`src/sv/esms_pkg.sv`:
```
// ----------------------------------------------------------------------------
// Extent set package
// Shared codes, state encoding and default sizes of the extent set unit.
// ----------------------------------------------------------------------------
package esms_pkg;

   localparam int MAX_RANGES_DEF = 16;
   localparam int PAGE_BITS_DEF  = 32;

   localparam logic [1:0] MODE_ADD    = 2'd0;
   localparam logic [1:0] MODE_REMOVE = 2'd1;
   localparam logic [1:0] MODE_LIST   = 2'd2;
   localparam logic [1:0] MODE_NOP    = 2'd3;

   typedef enum logic [2:0] {
      ST_OK          = 3'd0,
      ST_OVERLAP     = 3'd1,
      ST_NOT_CONTAIN = 3'd2,
      ST_FULL        = 3'd3,
      ST_EMPTY       = 3'd4
   } status_type;

   typedef enum logic [3:0] {
      S_IDLE,
      S_SCAN,
      S_DECIDE,
      S_MV_RD,
      S_MV_WR,
      S_FILL,
      S_RESULT,
      S_LIST_RD,
      S_LIST_WR
   } state_type;

endpackage

```
`src/sv/esms_if.sv`:
```
// ----------------------------------------------------------------------------
// Extent set channels
// Request and response channels with a valid and ready handshake.
// ----------------------------------------------------------------------------
interface esms_req_if;
   logic        valid;
   logic        ready;
   logic [1:0]  mode;
   logic [31:0] range_begin;
   logic [31:0] range_end;

   modport source(output valid, mode, range_begin, range_end, input ready);
   modport sink(input valid, mode, range_begin, range_end, output ready);
endinterface

interface esms_rsp_if;
   logic        valid;
   logic        ready;
   logic [2:0]  status;
   logic [31:0] out_begin;
   logic [31:0] out_end;
   logic [31:0] page_count;
   logic [4:0]  extent_count;
   logic        last;

   modport source(output valid, status, out_begin, out_end, page_count, extent_count,
                  last, input ready);
   modport sink(input valid, status, out_begin, out_end, page_count, extent_count,
                last, output ready);
endinterface

```
`src/sv/esms_mem.sv`:
```
// ----------------------------------------------------------------------------
// Extent table memory
// One write port and one read port with a registered read word.
// ----------------------------------------------------------------------------
module esms_mem #(
   parameter int DEPTH = 16,
   parameter int WIDTH = 64
) (
   input  logic                     clock,
   input  logic                     wr_en,
   input  logic [$clog2(DEPTH)-1:0] wr_addr,
   input  logic [WIDTH-1:0]         wr_data,
   input  logic                     rd_en,
   input  logic [$clog2(DEPTH)-1:0] rd_addr,
   output logic [WIDTH-1:0]         rd_data
);

   logic [WIDTH-1:0] mem [DEPTH];
   logic [WIDTH-1:0] rd_data_ff;

   always_ff @(posedge clock) begin
      if (wr_en) begin
         mem[wr_addr] <= wr_data;
      end
      if (rd_en) begin
         rd_data_ff <= mem[rd_addr];
      end
   end

   assign rd_data = rd_data_ff;

`ifndef NO_ASSERTIONS
   a_no_same_addr: assert property (@(posedge clock)
      !(wr_en && rd_en && wr_addr == rd_addr))
      else $error("read and write hit the same entry in one cycle");
`endif

endmodule

```
`src/sv/extent_set_merge_split_unit.sv`:
```
// ----------------------------------------------------------------------------
// Extent set merge and split unit
// Keeps a sorted table of disjoint half-open page ranges in a memory.
// ----------------------------------------------------------------------------
// The request channel carries a mode, a begin page and an end page. Add inserts
// a range and joins it with touching neighbors, remove cuts a range out of the
// stored range that holds it, and list returns every stored range in order.
// The response channel gives one word per add, remove or no-op request, one
// per stored range for a list (one if none), with last set on the final word.
// A request is taken only when the unit is idle. An add or remove scans the
// table at one entry per cycle, then moves the entries behind the change,
// reading each entry and then writing it one place up or down, then writes
// up to two entries and loads the response word; the unit then returns to
// idle. A list reads each stored range and then loads it into the response
// word.
// Reset empties the table and clears the counts at once; no clearing pass.
// A stalled response holds in the output register and the unit waits there.
// ----------------------------------------------------------------------------
module extent_set_merge_split_unit
   import esms_pkg::*;
#(
   parameter int MAX_RANGES = MAX_RANGES_DEF,
   parameter int PAGE_BITS  = PAGE_BITS_DEF
) (
   input logic       clock,
   input logic       reset,
   esms_req_if.sink   req_chan,
   esms_rsp_if.source rsp_chan
);

   localparam int AW = $clog2(MAX_RANGES);
   localparam int IW = $clog2(MAX_RANGES + 1);
   localparam int PW = PAGE_BITS;

   state_type state_ff, state_in;

   logic [1:0]    mode_ff;
   logic [PW-1:0] b_ff, e_ff;
   logic [IW-1:0] n_ff, idx_ff, chk_idx_ff, pos_ff, li_ff;
   logic [31:0]   pages_ff;
   logic          chk_vld_ff, fnd_ff;
   logic [PW-1:0] lb_ff, le_ff, rb_ff, re_ff;
   status_type    st_ff;
   logic [IW-1:0] mv_src_ff, mv_cnt_ff;
   logic          mv_up_ff;
   logic [1:0]    fin_cnt_ff;
   logic [AW-1:0] fin_a0_ff, fin_a1_ff;
   logic [2*PW-1:0] fin_d0_ff, fin_d1_ff;

   logic          rsp_vld_ff, rsp_last_ff;
   status_type    rsp_st_ff;
   logic [31:0]   rsp_b_ff, rsp_e_ff, rsp_pages_ff;
   logic [4:0]    rsp_n_ff;

   logic            wr_en, rd_en;
   logic [AW-1:0]   wr_addr, rd_addr;
   logic [2*PW-1:0] wr_data, rd_data;
   logic [PW-1:0]   m_b, m_e, in_b, in_e;

   logic accept, issue, ovl, hold, out_free, out_load;
   logic lm, rm, rl, rr;
   status_type dec_st;
   logic [31:0] span;

   esms_mem #(.DEPTH(MAX_RANGES), .WIDTH(2 * PW)) u_mem (
      .clock   (clock),
      .wr_en   (wr_en),
      .wr_addr (wr_addr),
      .wr_data (wr_data),
      .rd_en   (rd_en),
      .rd_addr (rd_addr),
      .rd_data (rd_data)
   );

   assign m_b = rd_data[2*PW-1:PW];
   assign m_e = rd_data[PW-1:0];
   assign in_b = PW'(req_chan.range_begin);
   assign in_e = PW'(req_chan.range_end);
   assign accept = req_chan.valid && req_chan.ready;
   assign issue = (state_ff == S_SCAN) && (idx_ff < n_ff);
   assign ovl = chk_vld_ff && (mode_ff == MODE_ADD) && (m_b < e_ff) && (b_ff < m_e);
   assign hold = chk_vld_ff && (mode_ff == MODE_REMOVE) && (m_b <= b_ff) && (e_ff <= m_e);
   assign out_free = !rsp_vld_ff || rsp_chan.ready;
   assign out_load = out_free && (state_ff == S_RESULT || state_ff == S_LIST_WR);
   assign span = 32'(e_ff - b_ff);

   always_comb begin
      lm = (pos_ff != '0) && (le_ff == b_ff);
      rm = fnd_ff && (rb_ff == e_ff);
      rl = rb_ff != b_ff;
      rr = re_ff != e_ff;
      dec_st = ST_OK;
      if (mode_ff == MODE_ADD) begin
         if (!lm && !rm && n_ff >= IW'(MAX_RANGES)) begin
            dec_st = ST_FULL;
         end
      end else if (!fnd_ff) begin
         dec_st = ST_NOT_CONTAIN;
      end else if (rl && rr && n_ff >= IW'(MAX_RANGES)) begin
         dec_st = ST_FULL;
      end
   end

   always_comb begin
      state_in = state_ff;
      case (state_ff)
         S_IDLE: begin
            if (accept) begin
               if (req_chan.mode == MODE_LIST) begin
                  state_in = (n_ff == '0) ? S_RESULT : S_LIST_RD;
               end else if (req_chan.mode == MODE_NOP || in_e <= in_b) begin
                  state_in = S_RESULT;
               end else begin
                  state_in = S_SCAN;
               end
            end
         end
         S_SCAN: begin
            if (ovl) begin
               state_in = S_RESULT;
            end else if (!issue && !chk_vld_ff) begin
               state_in = S_DECIDE;
            end
         end
         S_DECIDE:  state_in = (dec_st == ST_OK) ? S_MV_RD : S_RESULT;
         S_MV_RD: begin
            if (mv_cnt_ff != '0) begin
               state_in = S_MV_WR;
            end else begin
               state_in = (fin_cnt_ff == 2'd0) ? S_RESULT : S_FILL;
            end
         end
         S_MV_WR:   state_in = S_MV_RD;
         S_FILL:    state_in = (fin_cnt_ff <= 2'd1) ? S_RESULT : S_FILL;
         S_RESULT:  state_in = out_free ? S_IDLE : S_RESULT;
         S_LIST_RD: state_in = S_LIST_WR;
         S_LIST_WR: begin
            if (out_free) begin
               state_in = (li_ff + 1'b1 == n_ff) ? S_IDLE : S_LIST_RD;
            end
         end
         default:   state_in = S_IDLE;
      endcase
   end

   always_comb begin
      req_chan.ready = (state_ff == S_IDLE);
      rd_en = 1'b0;
      rd_addr = '0;
      wr_en = 1'b0;
      wr_addr = '0;
      wr_data = rd_data;
      case (state_ff)
         S_SCAN: begin
            rd_en = issue;
            rd_addr = idx_ff[AW-1:0];
         end
         S_MV_RD: begin
            rd_en = (mv_cnt_ff != '0);
            rd_addr = mv_src_ff[AW-1:0];
         end
         S_MV_WR: begin
            wr_en = 1'b1;
            wr_addr = mv_up_ff ? AW'(mv_src_ff + 1'b1) : AW'(mv_src_ff - 1'b1);
         end
         S_FILL: begin
            wr_en = 1'b1;
            wr_addr = fin_a0_ff;
            wr_data = fin_d0_ff;
         end
         S_LIST_RD: begin
            rd_en = 1'b1;
            rd_addr = li_ff[AW-1:0];
         end
         default: begin
            rd_en = 1'b0;
         end
      endcase
   end

   always_ff @(posedge clock) begin
      if (reset) begin
         state_ff <= S_IDLE;
         n_ff <= '0;
         pages_ff <= '0;
         rsp_vld_ff <= 1'b0;
         chk_vld_ff <= 1'b0;
      end else begin
         state_ff <= state_in;
         if (out_load) begin
            rsp_vld_ff <= 1'b1;
         end else if (rsp_chan.ready) begin
            rsp_vld_ff <= 1'b0;
         end
         case (state_ff)
            S_IDLE: begin
               chk_vld_ff <= 1'b0;
               if (accept) begin
                  mode_ff <= req_chan.mode;
                  b_ff <= in_b;
                  e_ff <= in_e;
                  idx_ff <= '0;
                  pos_ff <= '0;
                  li_ff <= '0;
                  fnd_ff <= 1'b0;
                  fin_cnt_ff <= 2'd0;
                  st_ff <= ((req_chan.mode == MODE_ADD || req_chan.mode == MODE_REMOVE)
                            && in_e <= in_b) ? ST_EMPTY : ST_OK;
               end
            end
            S_SCAN: begin
               idx_ff <= idx_ff + IW'(issue);
               chk_vld_ff <= issue;
               chk_idx_ff <= idx_ff;
               if (ovl) begin
                  st_ff <= ST_OVERLAP;
               end else if (chk_vld_ff && mode_ff == MODE_ADD) begin
                  if (m_b < b_ff) begin
                     pos_ff <= chk_idx_ff + 1'b1;
                     lb_ff <= m_b;
                     le_ff <= m_e;
                  end else if (!fnd_ff) begin
                     fnd_ff <= 1'b1;
                     rb_ff <= m_b;
                     re_ff <= m_e;
                  end
               end else if (hold && !fnd_ff) begin
                  fnd_ff <= 1'b1;
                  pos_ff <= chk_idx_ff;
                  rb_ff <= m_b;
                  re_ff <= m_e;
               end
            end
            S_DECIDE: begin
               st_ff <= dec_st;
               mv_cnt_ff <= '0;
               fin_cnt_ff <= 2'd1;
               if (dec_st == ST_OK) begin
                  if (mode_ff == MODE_ADD) begin
                     pages_ff <= pages_ff + span;
                     if (lm && rm) begin
                        fin_a0_ff <= AW'(pos_ff - 1'b1);
                        fin_d0_ff <= {lb_ff, re_ff};
                        mv_up_ff <= 1'b0;
                        mv_src_ff <= pos_ff + 1'b1;
                        mv_cnt_ff <= n_ff - pos_ff - 1'b1;
                        n_ff <= n_ff - 1'b1;
                     end else if (lm) begin
                        fin_a0_ff <= AW'(pos_ff - 1'b1);
                        fin_d0_ff <= {lb_ff, e_ff};
                     end else if (rm) begin
                        fin_a0_ff <= pos_ff[AW-1:0];
                        fin_d0_ff <= {b_ff, re_ff};
                     end else begin
                        fin_a0_ff <= pos_ff[AW-1:0];
                        fin_d0_ff <= {b_ff, e_ff};
                        mv_up_ff <= 1'b1;
                        mv_src_ff <= n_ff - 1'b1;
                        mv_cnt_ff <= n_ff - pos_ff;
                        n_ff <= n_ff + 1'b1;
                     end
                  end else begin
                     pages_ff <= pages_ff - span;
                     fin_a0_ff <= pos_ff[AW-1:0];
                     if (rl && rr) begin
                        fin_d0_ff <= {rb_ff, b_ff};
                        fin_a1_ff <= AW'(pos_ff + 1'b1);
                        fin_d1_ff <= {e_ff, re_ff};
                        fin_cnt_ff <= 2'd2;
                        mv_up_ff <= 1'b1;
                        mv_src_ff <= n_ff - 1'b1;
                        mv_cnt_ff <= n_ff - pos_ff - 1'b1;
                        n_ff <= n_ff + 1'b1;
                     end else if (rl) begin
                        fin_d0_ff <= {rb_ff, b_ff};
                     end else if (rr) begin
                        fin_d0_ff <= {e_ff, re_ff};
                     end else begin
                        fin_cnt_ff <= 2'd0;
                        mv_up_ff <= 1'b0;
                        mv_src_ff <= pos_ff + 1'b1;
                        mv_cnt_ff <= n_ff - pos_ff - 1'b1;
                        n_ff <= n_ff - 1'b1;
                     end
                  end
               end
            end
            S_MV_WR: begin
               mv_src_ff <= mv_up_ff ? mv_src_ff - 1'b1 : mv_src_ff + 1'b1;
               mv_cnt_ff <= mv_cnt_ff - 1'b1;
            end
            S_FILL: begin
               fin_a0_ff <= fin_a1_ff;
               fin_d0_ff <= fin_d1_ff;
               fin_cnt_ff <= fin_cnt_ff - 1'b1;
            end
            S_LIST_WR: begin
               if (out_free) begin
                  li_ff <= li_ff + 1'b1;
               end
            end
            default: begin
               chk_vld_ff <= 1'b0;
            end
         endcase
      end
   end

   always_ff @(posedge clock) begin
      if (out_load) begin
         rsp_pages_ff <= pages_ff;
         rsp_n_ff <= 5'(n_ff);
         if (state_ff == S_LIST_WR) begin
            rsp_st_ff <= ST_OK;
            rsp_b_ff <= 32'(m_b);
            rsp_e_ff <= 32'(m_e);
            rsp_last_ff <= (li_ff + 1'b1 == n_ff);
         end else begin
            rsp_st_ff <= st_ff;
            rsp_b_ff <= '0;
            rsp_e_ff <= '0;
            rsp_last_ff <= 1'b1;
         end
      end
   end

   assign rsp_chan.valid = rsp_vld_ff;
   assign rsp_chan.status = rsp_st_ff;
   assign rsp_chan.out_begin = rsp_b_ff;
   assign rsp_chan.out_end = rsp_e_ff;
   assign rsp_chan.page_count = rsp_pages_ff;
   assign rsp_chan.extent_count = rsp_n_ff;
   assign rsp_chan.last = rsp_last_ff;

`ifndef NO_ASSERTIONS
   a_count_bound: assert property (@(posedge clock) disable iff (reset)
      n_ff <= IW'(MAX_RANGES))
      else $error("extent count exceeds the table size");
   a_busy_after_accept: assert property (@(posedge clock) disable iff (reset)
      accept |=> state_ff != S_IDLE)
      else $error("request accepted without leaving idle");
   a_no_overwrite: assert property (@(posedge clock) disable iff (reset)
      out_load |-> (!rsp_vld_ff || rsp_chan.ready))
      else $error("response word overwritten while stalled");
   a_fill_pending: assert property (@(posedge clock) disable iff (reset)
      state_ff == S_FILL |-> fin_cnt_ff != 2'd0)
      else $error("fill state entered with no entry to write");
`endif

endmodule
```
`src/flat_wrapper.sv`:
```
// flat-port wrapper written by rule: the top's interface ports become plain ports
module extent_set_merge_split_unit_flat import esms_pkg::*;
#(
   parameter int MAX_RANGES = MAX_RANGES_DEF,
   parameter int PAGE_BITS  = PAGE_BITS_DEF
)
  (clock, reset, req_chan_valid, req_chan_mode, req_chan_range_begin, req_chan_range_end, req_chan_ready, rsp_chan_valid, rsp_chan_status, rsp_chan_out_begin, rsp_chan_out_end, rsp_chan_page_count, rsp_chan_extent_count, rsp_chan_last, rsp_chan_ready);
  esms_req_if req_chan_i ();
  esms_rsp_if rsp_chan_i ();
  input logic clock;
  input logic reset;
  input wire logic [$bits(req_chan_i.valid)-1:0] req_chan_valid;
  input wire logic [$bits(req_chan_i.mode)-1:0] req_chan_mode;
  input wire logic [$bits(req_chan_i.range_begin)-1:0] req_chan_range_begin;
  input wire logic [$bits(req_chan_i.range_end)-1:0] req_chan_range_end;
  output wire logic [$bits(req_chan_i.ready)-1:0] req_chan_ready;
  output wire logic [$bits(rsp_chan_i.valid)-1:0] rsp_chan_valid;
  output wire logic [$bits(rsp_chan_i.status)-1:0] rsp_chan_status;
  output wire logic [$bits(rsp_chan_i.out_begin)-1:0] rsp_chan_out_begin;
  output wire logic [$bits(rsp_chan_i.out_end)-1:0] rsp_chan_out_end;
  output wire logic [$bits(rsp_chan_i.page_count)-1:0] rsp_chan_page_count;
  output wire logic [$bits(rsp_chan_i.extent_count)-1:0] rsp_chan_extent_count;
  output wire logic [$bits(rsp_chan_i.last)-1:0] rsp_chan_last;
  input wire logic [$bits(rsp_chan_i.ready)-1:0] rsp_chan_ready;
  assign req_chan_i.valid = req_chan_valid;
  assign req_chan_i.mode = req_chan_mode;
  assign req_chan_i.range_begin = req_chan_range_begin;
  assign req_chan_i.range_end = req_chan_range_end;
  assign req_chan_ready = req_chan_i.ready;
  assign rsp_chan_valid = rsp_chan_i.valid;
  assign rsp_chan_status = rsp_chan_i.status;
  assign rsp_chan_out_begin = rsp_chan_i.out_begin;
  assign rsp_chan_out_end = rsp_chan_i.out_end;
  assign rsp_chan_page_count = rsp_chan_i.page_count;
  assign rsp_chan_extent_count = rsp_chan_i.extent_count;
  assign rsp_chan_last = rsp_chan_i.last;
  assign rsp_chan_i.ready = rsp_chan_ready;
  extent_set_merge_split_unit #(.MAX_RANGES(MAX_RANGES), .PAGE_BITS(PAGE_BITS)) u_core (.clock(clock), .reset(reset), .req_chan(req_chan_i), .rsp_chan(rsp_chan_i));
endmodule
```
`config.mk`:
```
export PLATFORM = sky130hd
export DESIGN_NAME = extent_set_merge_split_unit_flat
export DESIGN_NICKNAME = d
export VERILOG_FILES = /design/src/sv/esms_pkg.sv /design/src/sv/esms_if.sv /design/src/sv/esms_mem.sv /design/src/sv/extent_set_merge_split_unit.sv /design/src/flat_wrapper.sv
export SDC_FILE = /design/constraint.sdc
export NUM_CORES = 2
export LEC_CHECK = 0
export BUFFER_PORTS_ARGS = -buffer_cell sky130_fd_sc_hd__buf_2
export CAP_MARGIN = 20
export CORE_ASPECT_RATIO = 1.5
export CORE_MARGIN = 3
export CORE_UTILIZATION = 65
export DETAILED_ROUTE_END_ITERATION = 10
export HOLD_SLACK_MARGIN = 0.15
export MAX_ROUTING_LAYER = met4
export PLACE_DENSITY_LB_ADDON = 0.12
export SYNTH_ARGS = -nofsm -noshare
export SYNTH_HDL_FRONTEND = slang
export SYNTH_SLANG_ARGS = --single-unit
```
`constraint.sdc`:
```
create_clock -name clock -period 12 [get_ports clock]
set_clock_uncertainty 0.15 [all_clocks]
set_input_delay 0.6 -clock clock [delete_from_list [all_inputs] [get_ports clock]]
set_output_delay 0.6 -clock clock [all_outputs]
set_load 0.1 [all_outputs]
```
==> metrics <==
Pre-Repair DR Iteration Count=6; number of I/O port buffers=176; outcome=completed; Max-cap violations=0; CTS tree=built; setup TNS=0 ns; multiplexer area fraction after synthesis=0.130%; fillcell total=6966; Cells after Synth=5663; Yosys Warn Count=0; HPWL after DPL=139000 um; simple-gate area share of the yosys netlist=10.4%; total die area=115000 um^2; critical path endpoint category=register; ANT nets after route=0; via/cell ratio=6.72; most common cell after layout, fill and taps aside=edfxtp_1; CTS buffer count=146; Hold WS=0.307 ns; wire length of the first global-routing pass=319000 um; share of layout cells above drive strength 1=10.1%; area of the core=110000 um^2; Tot GR Track Use=39.3%; root buffer cell=clkbuf_16; clock sinks=1602; adder-cell share of the synthesized area=4.40%; largest net degree at the start of global routing=225; Unique masters post-synth=89; CP Data Required Time=12.54 ns; CP arrival=7.46 ns; clock buffer depth=3; startpoint types=register; Hold Vio Cnt, Final=0; WL final=222000 um; crit-path max FO=8; DRC Markers=0; Worst slew margin=15.3%; initial core utilization=65.6%; clock latency on the worst-skew pair=0.79 ns; syn nets=5985; detailed-route via count=49.9k; P_leak=28.2 nW; DIE WIDTH=278 um; Die Y=414 um; initial antenna violation count=11; register area=47700 um^2; Post-CTS Setup Inserts=0; Hold Crit Class=input port to register; I/O pins=177; fraction of registers with async set/reset=0%; Compound-Gate Fraction of Synth Area=13.3%; combinational family with the most area after synthesis=compound AO/OA/AOI/OAI gates; final setup fails=0; nets=6188; maximum vdd drop=183 uV; # hold bufs at CTS=67; max frequency=144 MHz; total gr overflow=0; post-cts resize count=0; Synth Flop Type=edfxtp_1; xor/xnor cell area share of the yosys netlist=3.05%; drt wl/cell=29.8 um; DR iter-0 viols=6382; min cycle time layout=6.92 ns; multi-input logic area=22900 um^2; row count=149; EDFF count, synth=1559; Tcrit/Tclk final=57.7%; FF+latch count, synth=1602; CP Class=register to register; Cell Area, Synth=72100 um^2; Max Transition Viols Final=0; area delta synth->final=11.9%; most frequent cells in the layout=edfxtp_1, nand2_1, a211oi_1; PwrDens=221 nW/um^2; clock slew at reported path FFs=0.07 ns; vias in the first global route=48.6k; worst-margin pin slew=1.27 ns; H-tree levels=4; Seq/Total Area, Yosys=66.1%; Avg Inst Size Synth=12.7 um^2; unrepaired setup endpoints after global routing=no; Final Wtd Congestion=1.05
-- cell families (layout without fill, tap and decap cells) --
kind of cell | Yosys count | after routing
xor+xnor | 248 | 248
flops | 1602 | 1602
mux | 9 | 9
fa+ha+maj | 252 | 252
other cells | 0 | 10
compound gates | 1432 | 1432
simple gates | 1628 | 1628
buf+inv | 492 | 813
-- metal layers --
layer	up-vias	wire (um)	GRT usage, %
met5	-	0	-
met4	0	16800	25.5
met3	741	21600	7.48
met2	3127	107000	61.8
met1	24400	76600	46.9
li1	21700	-	-
-- per-stage QoR --
stage | power, mW | instance area, um^2 | worst slack [ns] | std cells | util, %
global route | 18.5 | 80700 | 4.37 | 7424 | 73.4
finish | 17.9 | 80700 | 5.08 | 7428 | 73.4
detailed placement | 12.8 | 74900 | 5.12 | 7083 | 68.1
CTS | 17.8 | 80700 | 5.05 | 7416 | 73.3
floorplan | 11.1 | 72100 | 4.24 | 5663 | -
global placement | 12.7 | 74900 | 5.20 | 7083 | 68.1
-- Yosys cell counts (all sizes together) (142+ instances only) --
library cell,number,area [um^2]
o21ai,247,1240
a21oi,306,1540
edfxtp,1559,46800
xnor2,175,1540
a31oi,142,888
nor2,156,588
ha,249,3120
clkbuf,298,1120
a211oi,335,2510
and2,268,1680
nand2,897,3370
inv,169,634
-- sequential cells by signal (all words and copies together) (netlist names), 5 cells and up --
| register | cells |
|---|---|
| u_core.u_mem.rd_data | 64 |
| u_core.chk_idx_ff | 5 |
| u_core.pages_ff | 32 |
| u_core.mv_cnt_ff | 5 |
| u_core.re_ff | 32 |
| u_core.b_ff | 32 |
| u_core.li_ff | 5 |
| u_core.e_ff | 32 |
| u_core.lb_ff | 32 |
| u_core.rsp_chan.extent_count | 5 |
| u_core.fin_d1_ff | 64 |
| u_core.idx_ff | 5 |
| u_core.rsp_chan.out_end | 32 |
| u_core.rsp_chan.out_begin | 32 |
| u_core.rsp_chan.page_count | 32 |
| u_core.le_ff | 32 |
| u_core.rb_ff | 32 |
| u_core.u_mem.mem | 1024 |
| u_core.n_ff | 5 |
| u_core.fin_d0_ff | 64 |
| u_core.pos_ff | 5 |
-- path summary, 6_finish.rpt --
path / slack [ns] / endpoint / from / cells past startpoint
hold reg to reg: 0.32 / u_core.rsp_chan.page_count[2]$_DFFE_PP_ / u_core.pages_ff[2]$_SDFFE_PP0P_ / 0
setup / recovery: 5.08 / u_core.pages_ff[31]$_SDFFE_PP0P_ / u_core.b_ff[7]$_DFFE_PP_ / 25
hold / removal: 0.31 / u_core.fin_cnt_ff[0]$_DFFE_PP_ / req_chan_valid / 5
setup reg to reg: 5.08 / u_core.pages_ff[31]$_SDFFE_PP0P_ / u_core.b_ff[7]$_DFFE_PP_ / 25
-- report_power, final --
part	internal [mW]	switching, mW
sequential	7.16	0.364
combinational	1.58	3.79
clock	2.87	2.09
total	11.6	6.25
-- cell type report --
cell class,count,share of cell area [%]
repair buffers,378,3.29
clock buffers,177,4.93
well taps,1434,2.22
flip-flops and latches,1602,59.1
clock inverters,89,1.37
diodes,10,0.0310
inverters,169,0.786
multi-input cells,3569,28.3
-- worst max-delay path, stage by stage (launching register included) --
cell and delay, ns:
edfxtp_1 0.52, inv_1 0.15, ha_1 0.50, nand2_1 0.09, a21o_1 0.26, o31a_4 0.41, o311ai_0 0.59, xnor2_1 0.25
o21ai_0 0.20, nor4b_1 0.56, inv_1 0.15, o31ai_1 0.32, xor2_1 0.20, ha_1 0.30, inv_1 0.12, o21bai_1 0.09
a21o_1 0.20, a21o_1 0.17, a21oi_1 0.18, o311a_1 0.23, o21ai_0 0.11, o21ai_0 0.13, xnor3_1 0.37, xnor2_1 0.14
or3_1 0.31, a21oi_1 0.13
Note: power is estimated with default switching activity, not from simulation.
